File: config.mk
export PLATFORM = sky130hd
export DESIGN_NAME = zsc_update
export DESIGN_NICKNAME = d
export VERILOG_FILES = /design/src/hw/rtl/zsc_pkg.sv /design/src/hw/rtl/zsc_update.sv
export SDC_FILE = /design/constraint.sdc
export NUM_CORES = 1
export LEC_CHECK = 0
export BUFFER_PORTS_ARGS = -buffer_cell sky130_fd_sc_hd__buf_4
export CAP_MARGIN = 20
export CORE_ASPECT_RATIO = 1.1
export CORE_UTILIZATION = 25
export DETAILED_ROUTE_END_ITERATION = 8
export PLACE_DENSITY = 0.51
export SLEW_MARGIN = 0
export SYNTH_ARGS = -nofsm -noshare
export SYNTH_HDL_FRONTEND = slang
export SYNTH_SLANG_ARGS = --single-unit
File: constraint.sdc
create_clock -name clk -period 5.5 [get_ports clk]
set_input_delay 1.1 -clock clk [delete_from_list [all_inputs] [get_ports clk]]
set_output_delay 1.1 -clock clk [all_outputs]
set_load 0.01 [all_outputs]
File: src/hw/rtl/zsc_pkg.sv
// shared constants, types and sequencer states for the zero-sum subarray counter
package zsc_pkg;

  localparam int VALUE_W            = 11;
  localparam int COUNT_W            = 30;
  localparam int SUM_OFFSET_DEFAULT = 1024;

  localparam logic [COUNT_W-1:0] WAYS_MOD = COUNT_W'(1000000007);

  typedef enum logic [1:0] {
    ST_IDLE,
    ST_RUN,
    ST_DRAIN
  } zsc_state_t;

  // per-entry flags that travel with a read request through the update pipeline
  typedef struct packed {
    logic valid;
    logic lo_ok;
    logic hi_ok;
    logic lo_cen;
    logic hi_cen;
    logic cen;
    logic fresh;
  } zsc_req_t;

endpackage

File: src/hw/rtl/zsc_update.sv
// two-stage modular update: sums the two old counts, writes the new count, keeps the total
module zsc_update
  import zsc_pkg::*;
#(
  parameter int ADDR_W = $clog2(2 * SUM_OFFSET_DEFAULT + 1)
) (
  input  logic               clk,
  input  logic               rst,
  input  zsc_req_t           req,
  input  logic [ADDR_W-1:0]  req_addr,
  input  logic [COUNT_W-1:0] rd_lo,
  input  logic [COUNT_W-1:0] rd_hi,
  input  logic               total_clr,
  output logic               wr_en,
  output logic [ADDR_W-1:0]  wr_addr,
  output logic [COUNT_W-1:0] wr_data,
  output logic [COUNT_W-1:0] total,
  output logic               busy
);

  function automatic logic [COUNT_W-1:0] mod_add(input logic [COUNT_W-1:0] a,
                                                 input logic [COUNT_W-1:0] b);
    logic [COUNT_W:0] s;
    s = {1'b0, a} + {1'b0, b};
    if (s >= {1'b0, WAYS_MOD}) begin
      s = s - {1'b0, WAYS_MOD};
    end
    return s[COUNT_W-1:0];
  endfunction

  zsc_req_t           req1, req2;
  logic [ADDR_W-1:0]  addr1, addr2;
  logic [COUNT_W-1:0] sum2;
  logic [COUNT_W-1:0] opnd_lo, opnd_hi;
  logic [COUNT_W-1:0] cen_inc;

  always_ff @(posedge clk) begin
    if (rst) begin
      req1.valid <= 1'b0;
      req2.valid <= 1'b0;
    end else begin
      req1.valid <= req.valid;
      req2.valid <= req1.valid;
    end
    req1.lo_ok  <= req.lo_ok;
    req1.hi_ok  <= req.hi_ok;
    req1.lo_cen <= req.lo_cen;
    req1.hi_cen <= req.hi_cen;
    req1.cen    <= req.cen;
    req1.fresh  <= req.fresh;
    addr1       <= req_addr;
    req2.lo_ok  <= req1.lo_ok;
    req2.hi_ok  <= req1.hi_ok;
    req2.lo_cen <= req1.lo_cen;
    req2.hi_cen <= req1.hi_cen;
    req2.cen    <= req1.cen;
    req2.fresh  <= req1.fresh;
    addr2       <= addr1;
    sum2        <= mod_add(opnd_lo, opnd_hi);
  end

  // a fresh store reads as one at the centre and zero elsewhere
  always_comb begin
    if (!req1.lo_ok) begin
      opnd_lo = '0;
    end else if (req1.fresh) begin
      opnd_lo = COUNT_W'(req1.lo_cen);
    end else begin
      opnd_lo = rd_lo;
    end
    if (!req1.hi_ok) begin
      opnd_hi = '0;
    end else if (req1.fresh) begin
      opnd_hi = COUNT_W'(req1.hi_cen);
    end else begin
      opnd_hi = rd_hi;
    end
  end

  assign cen_inc = mod_add(sum2, COUNT_W'(1));

  assign wr_en   = req2.valid;
  assign wr_addr = addr2;
  assign wr_data = req2.cen ? cen_inc : sum2;
  assign busy    = req1.valid | req2.valid;

  always_ff @(posedge clk) begin
    if (rst) begin
      total <= '0;
    end else if (total_clr) begin
      total <= '0;
    end else if (req2.valid && req2.cen) begin
      total <= mod_add(total, sum2);
    end
  end

endmodule

**Word level (Yosys, flattened, before mapping)**

Index checks and enable logic that the tools add are counted.

- Reduce and logical (&&, ||, !) cells: 2
- $add $sub $neg: 6
- Bitwise logic cells: 1
- Muxes and demuxes: 8
- Order comparisons: 3

Operators with widths:

| kind | number |
|---|---|
| $mux W30 | 8 |
| $ge A31 B30 Y1 const B | 3 |
| $sub A30 B30 Y30 const B | 3 |
| $add A30 B30 Y31 | 2 |
| $add A30 B1 Y31 const B | 1 |
| $reduce_or A2 Y1 | 1 |
| $logic_and A1 B1 Y1 | 1 |
| $or A1 B1 Y1 | 1 |

- Word-level logic and storage cells: 33
- Output and inout bits: 74
- Register bits after elaboration: 93
- Input bits: 82

**Depth between registers and ports, before layout**

Gate-level depths: netlist of the first run.

- Depth in word-level cells: 5
- Depth in mapped cells: 19
- Gate-level depth less buffers: 17

**Worst setup path before layout of the first run**

Ideal clock, no wire load.

- Path kind: in2reg
- Start: input rd_lo[6]
- End: register sum2[4]
- Buffers on the path: 0
- Arrival time: 4.548 ns
- Library setup time: 0.125 ns
- Data required time: 5.375 ns
- Slack: 0.827 ns
- Stages on the path: 14
- Cell sequence: and2_1 ha_1 a21o_1 a31o_2 a2111oi_0 a21oi_1 xor2_1 or3b_1 or4b_1 o2111ai_1 a211oi_2 a2111oi_0 o22ai_1 xor2_1

- Cells in the longest elaborated chain, start to end: 5

RTL lines:

| what | RTL line | RTL |
|---|---|---|
| start, declared | zsc_update.sv:11 | `input logic [COUNT_W-1:0] rd_lo,` |
| $mux W30 | zsc_update.sv:66 | `end else if (req1.fresh) begin` |
| $mux W30 | zsc_update.sv:64 | `if (!req1.lo_ok) begin` |
| $add A30 B30 Y31 | zsc_update.sv:24 | `s = {1'b0, a} + {1'b0, b};` |
| $ge A31 B30 Y1 | zsc_update.sv:25 | `if (s >= {1'b0, WAYS_MOD}) begin` |
| $mux W30 | zsc_update.sv:25 |  |
| end signal, assigned | zsc_update.sv:59 | `sum2 <= mod_add(opnd_lo, opnd_hi);` |
| end, declared | zsc_update.sv:33 | `logic [COUNT_W-1:0] sum2;` |

No other way between the ends.
A chain may end at the register's enable or synchronous reset.

**Worst setup path after layout of the first run**

- Start: register sum2[3]
- End: output wr_data[24]

- Cells in the longest elaborated chain, start to end: 4
- Elaborated cells on any way between the ends: 5
- Classes of those cells: add/sub: 2; order compare: 1; mux: 2

RTL lines:

| what | RTL line | RTL |
|---|---|---|
| $add A30 B1 Y31 (*) | zsc_update.sv:24 |  |
| $sub A30 B30 Y30 / $ge A31 B30 Y1 (equally long branches) | zsc_update.sv:26, zsc_update.sv:25 |  |
| $mux W30 (*) | zsc_update.sv:25 |  |
| $mux W30 (*) | zsc_update.sv:84 | `assign wr_data = req2.cen ? cen_inc : sum2;` |
| end, declared | zsc_update.sv:16 | `output logic [COUNT_W-1:0] wr_data,` |

Mark *: on every way between the ends. The rest lies on a longest branch, timed or not.

==> results of run 1 <==
## final timing paths
| kind | endpoint | slack, ns | cells past startpoint |
|---|---|---|---|
| min | wr_addr[8] | 0.33 | 0 |
| max | wr_data[24] | 0.29 | 14 |
| min reg2reg | wr_addr[8] | 0.33 | 0 |
| max reg2reg | sum2[4] | 0.71 | 17 |
## where the power goes
part / switching [mW] / total [mW] / internal, mW
combinational: 0.372 / 0.673 / 0.300
sequential: 0.0614 / 0.774 / 0.712
clock: 0.271 / 0.634 / 0.363
## critical path, stage by stage, from the launching register on
cell	delay, ns
dfxtp_1	0.57
and4_2	0.39
nand4_1	0.14
mux2_2	0.33
o22a_1	0.25
nor4_1	0.32
buf_4	0.18
nand4_1	0.11
a31o_4	0.34
a21oi_1	0.25
mux2i_1	0.22
a32o_1	0.14
nand2_1	0.06
xnor2_1	0.26
buf_4	0.18
## repair_timing
item,in CTS,in global routing
setup endpoints to repair,6,20
buffers inserted,0,5
gates resized for setup,1,15
pin swaps,0,4
hold endpoints to repair,0,0
## cell type report
class | instances | area share [%]
tap | 513 | 5.18
clock buffer | 12 | 1.99
sequential | 93 | 15.0
multi-input combinational | 1180 | 64.6
clock inverter | 3 | 0.373
inverter | 32 | 0.969
timing repair buffer | 195 | 11.9
## state kept, by name (all words and copies together) (netlist names)
| register | count |
|---|---|
| sum2 | 30 |
| total | 30 |
| addr1 | 12 |
| wr_addr | 12 |
| req1 | 7 |
| req2 | 1 |
| wr_en | 1 |
## layer usage
| metal | track usage, % | vias up | part of all wire, % |
|---|---|---|---|
| met5 | 0 | - | 0 |
| met4 | 4.72 | 0 | 1.5 |
| met3 | 1.42 | 24 | 3.6 |
| met2 | 25.7 | 215 | 48 |
| met1 | 20.2 | 4738 | 47 |
| li1 | - | 5314 | - |
## metrics by stage
| step | hold WS, ns | instance area [sq um] |
|---|---|---|
| floorplan | 0.310 | 10300 |
| global route | 0.330 | 12400 |
| CTS | 0.329 | 12300 |
| detailed placement | 0.314 | 12000 |
| global placement | 0.310 | 12000 |
| finish | 0.326 | 12400 |
## cells in the final DEF (no fill, tap or decap), types with 46 or more instances in the layout
cell,count
a21oi_1,92
buf_4,194
xnor2_1,86
xor2_1,46
nand2_1,125
o21ai_0,87
nor2_1,98
dfxtp_1,92
ha_1,63
and2_1,70
## kinds of logic after synthesis
group           count (synthesis)  share of synthesized area [%]
flops                          93                           18.1
xor+xnor                      134                           11.5
buf+inv                       107                           4.61
fa+ha+maj                      67                           8.32
compound gates                414                           27.3
mux                            19                           1.95
simple gates                  546                           28.2
==> qor.yml, run 1 <==
status: "completed"
grt_antenna_before_repair: 0
synth_area_sq_um: 10300
die_width_um: 195
timing.rr.start: "req1[0]"
cts_hold_buf: 0
rsz0062_at_grt: "no"
hold_path_class: "flop to flop"
io_buffers: 155
clk_pin_slew_ns: 0.06
wire_per_inst_um: 15.7
p_leak_nw: 5.08
ys_types: 92
synth_commonest_cells: "nand2_1, nor2_1, dfxtp_1"
crit_type: "flop to output pin"
final_cells: 2028
finalHoldViolCount: 0
pre_cts_ws_ns: 0.190
fin_crit_sh_pct: 94.7
synth_area_leader_cell: "dfxtp_1"
synthArstFlopShare_pct: 0
synth-seq-area-share_pct: 18.1
drive_above_1_share_pct: 17.6
slew_violations: 0
ioPinCount: 156
area_growth_pct: 20.9
max_slew_margin_pct: 29.8
seq_area_sq_um: 1860
hpwl_um: 26100
tightest_slew_ns: 1.05
multi_input_area_sq_um: 8010
drtIter0Drc: 607
setup_violations: 0
dr.pass1.iters: 5
utilization_pct: 30.7
finalClockSkew_ns: 0.0150
cts_tree: "done"
grt_max_degree: 43
yosysTopAreaCellShare_pct: 18.1
cellPowerDensity_nw_per_um2: 168
cp_max_fo: 22
max_cap_violations: 0
worst_skew_pair.late_latency_ns: 0.38
coreArea_sq_um: 40400
clock.fmax_mhz: 192
layout_min_cycle_time_ns: 5.21
crit_path_end_kind: "output pin"
syn_nets: 1529
setup_slack_ns: 0.291
grt_pass1_wl_um: 51700
rows: 77
clockBufferDepth: 2
ir_drop_mv: 0.156
grt_pass1_vias: 9824
synth_edf_count: 0
drt_wl_total_um: 31800
vias_per_cell: 5.07
start_util_pct: 25.4
ys_ff_latch: 93
yosysWarnings: 0
required_ns: 4.40
syn-mean-instance-area_sq_um: 7.43
vias: 10300
ant_nets: 0
cts.sinks: 93
drc: 0
cp-startpoint: "sum2[3]"
clock-root-buffer: "clkbuf_16"
synth_ff_type: "dfxtp_1"
htreeDepth: 3
cts_buffers: 9
die-height_um: 214
synth_most_common_cell: "nand2_1"
fillerInstances: 4337
track_usage_pct: 15.2
syn_inst: 1380
setup_tns_ns: 0
dieArea_sq_um: 41800
critPathArrivalTime_ns: 4.11
worstHoldStart: "addr1[8]"
netlist_top_cells_area: "dfxtp_1, ha_1, xnor2_1"
worst_setup_path_start_kind: "flop"
gr-total-overflow: 0
dp.cells: 2008
n_antenna_cell: 0
finalPower_mw: 2.08
nNetsFinal: 1660
routabilityCongestion: 0.907
(Power assumes the default switching activity.)
==> inputs of run 2 (changes only) <==
--- a/config.mk
+++ b/config.mk
@@ -10,7 +10,7 @@
 export CORE_ASPECT_RATIO = 1.1
 export CORE_UTILIZATION = 25
 export DETAILED_ROUTE_END_ITERATION = 8
-export PLACE_DENSITY = 0.51
+export PLACE_DENSITY_LB_ADDON = 0.15
 export SLEW_MARGIN = 0
 export SYNTH_ARGS = -nofsm -noshare
 export SYNTH_HDL_FRONTEND = slang
==> run 2 against run 1 <==
Worst setup slack got worse by 0.073 ns. Via count decreased by 0.69%. Clock power increased by 3%. Register-to-register slack got worse by 0.09 ns. Critical path type unchanged. Critical endpoint is now wr_data[6].
==> qor.yml, run 2 (synthesis gave the netlist of run 1 again) <==
drive_above_1_share_pct: 18.3  # +0.71 points
cts_buffers: 9  # unchanged
ir_drop_mv: 0.155  # -0.83%
gr-total-overflow: 0  # unchanged
track_usage_pct: 15.7  # +0.54 points
htreeDepth: 3  # unchanged
worst_skew_pair.late_latency_ns: 0.37  # about the same
p_leak_nw: 5.14  # +1.2%
grtUsageMet1_pct: 20.2  # about the same
routabilityCongestion: 0.880  # -3.0%
layout_min_cycle_time_ns: 5.28  # +0.0730 ns
die-height_um: 214  # unchanged
cellPowerDensity_nw_per_um2: 169  # +0.60%
setup_violations: 0  # unchanged
max_cap_violations: 0  # unchanged
fin_crit_sh_pct: 96.0  # +1.3 points
clock.fmax_mhz: 189  # -1.4%
slew_violations: 0  # unchanged
cts_tree: "done"
met3_usage_pct: 1.53  # +0.11 points
nNetsFinal: 1671  # +0.66%
drtIter0Drc: 556  # -8.4%
drt_wl_total_um: 33100  # +4.2%
utilization_pct: 30.9  # +0.17 points
cp_max_fo: 9  # -59%
grt_use_met2_pct: 27.6  # +1.9 points
worst_setup_path_start_kind: "flop"
finalClockSkew_ns: 0.0103  # -0.00471 ns
r2r_cells: 17  # unchanged
rows: 77  # unchanged
dieArea_sq_um: 41800  # unchanged
hold_path_class: "flop to flop"
max_slew_margin_pct: 55.4  # +26 points
cts.sinks: 93  # unchanged
grt_pass1_vias: 9991  # +1.7%
ioPinCount: 156  # unchanged
seq_area_sq_um: 1870  # +0.27%
vias_per_cell: 5.01  # -1.3%
grt.busiest_layer: "met2"
final_cell_mix: "buf_4, nand2_1, nor2_1"
n_antenna_cell: 0  # unchanged
finalHoldViolCount: 0  # unchanged
vias: 10200  # -0.69%
coreArea_sq_um: 40400  # unchanged
ant_nets: 0  # unchanged
clk_pin_slew_ns: 0.07  # about the same
final_common_cell: "buf_4"
crit_type: "flop to output pin"
start_util_pct: 25.4  # unchanged
critPathArrivalTime_ns: 4.18  # +0.07 ns
whs_path_depth: 0  # unchanged
area_growth_pct: 21.6
grt_antenna_before_repair: 0  # unchanged
drc: 0  # unchanged
fillerInstances: 4389  # +1.2%
reg_top3: "sum2: 30 flops, total: 30 flops"
tightest_slew_ns: 0.669  # -0.381 ns
io_buffers: 155  # unchanged
status: "completed"
hpwl_um: 27400  # +4.8%
clock-root-buffer: "clkbuf_16"
clockBufferDepth: 2  # unchanged
dr.pass1.iters: 5  # unchanged
grt_max_degree: 43  # unchanged
required_ns: 4.40  # about the same
whs_ns: 0.322  # -0.00423 ns
grt_pass1_wl_um: 53000  # +2.7%
crit_path_end_kind: "output pin"
wire_per_inst_um: 16.2  # +3.6%
multi_input_area_sq_um: 7990  # -0.23%
die_width_um: 195  # unchanged
finalPower_mw: 2.10  # +1.2%
-- run 2: what timing repair did --
action	CTS	global route
gates cloned	0	1
pin swaps	1	1
setup endpoints to repair	5	16
hold buffers	0	0
setup buffers	2	2
gates resized for setup	3	13
-- run 2: metrics by stage --
step                      TNS [ns]  setup WS (ns)  cells  instance area (sq um)
after floorplan                  0          0.827   1380                  10300
after global placement           0          0.165   2019                  12100
after detailed placement         0          0.141   2019                  12100
after CTS                        0         0.0142   2037                  12400
after global routing       -0.0558        -0.0412   2040                  12500
final                            0          0.218   2040                  12500
-- run 2: layout make-up --
class	count	share of cell area, %
multi-input combinational	1181	64.0
clock buffer	11	1.95
sequential	93	15.0
inverter	32	0.963
tap	513	5.15
timing repair buffer	205	12.4
clock inverter	5	0.472
-- run 2: worst paths after layout --
kind	slack (ns)	start	end
max reg2reg	0.62	req1[0]	sum2[4]
min	0.32	addr1[3]	wr_addr[3]
max	0.22	sum2[1]	wr_data[6]
min reg2reg	0.32	addr1[3]	wr_addr[3]
-- run 2: worst max-delay path, cell delays in order (launching register included) --
cell	delay, ns
dfxtp_2	0.38
ha_2	0.23
buf_4	0.14
and4_2	0.31
nand4_1	0.14
mux2_2	0.31
o22a_1	0.27
nor4_2	0.31
buf_4	0.16
nand4_1	0.14
a31o_2	0.31
buf_4	0.19
nor3_1	0.24
mux2i_1	0.11
a21oi_1	0.12
nand2_1	0.08
xnor2_1	0.21
buf_4	0.16
-- run 2: layer usage --
| metal | part of all wire, % | up-vias |
|---|---|---|
| met5 | 0 | - |
| met4 | 1.5 | 0 |
| li1 | - | 5350 |
| met2 | 49 | 193 |
| met1 | 47 | 4649 |
| met3 | 2.6 | 28 |
-- run 2: where the power goes --
| part | internal [mW] | switching (mW) | total (mW) |
|---|---|---|---|
| clock network | 0.365 | 0.285 | 0.651 |
| registers | 0.712 | 0.0557 | 0.768 |
| logic | 0.305 | 0.380 | 0.685 |
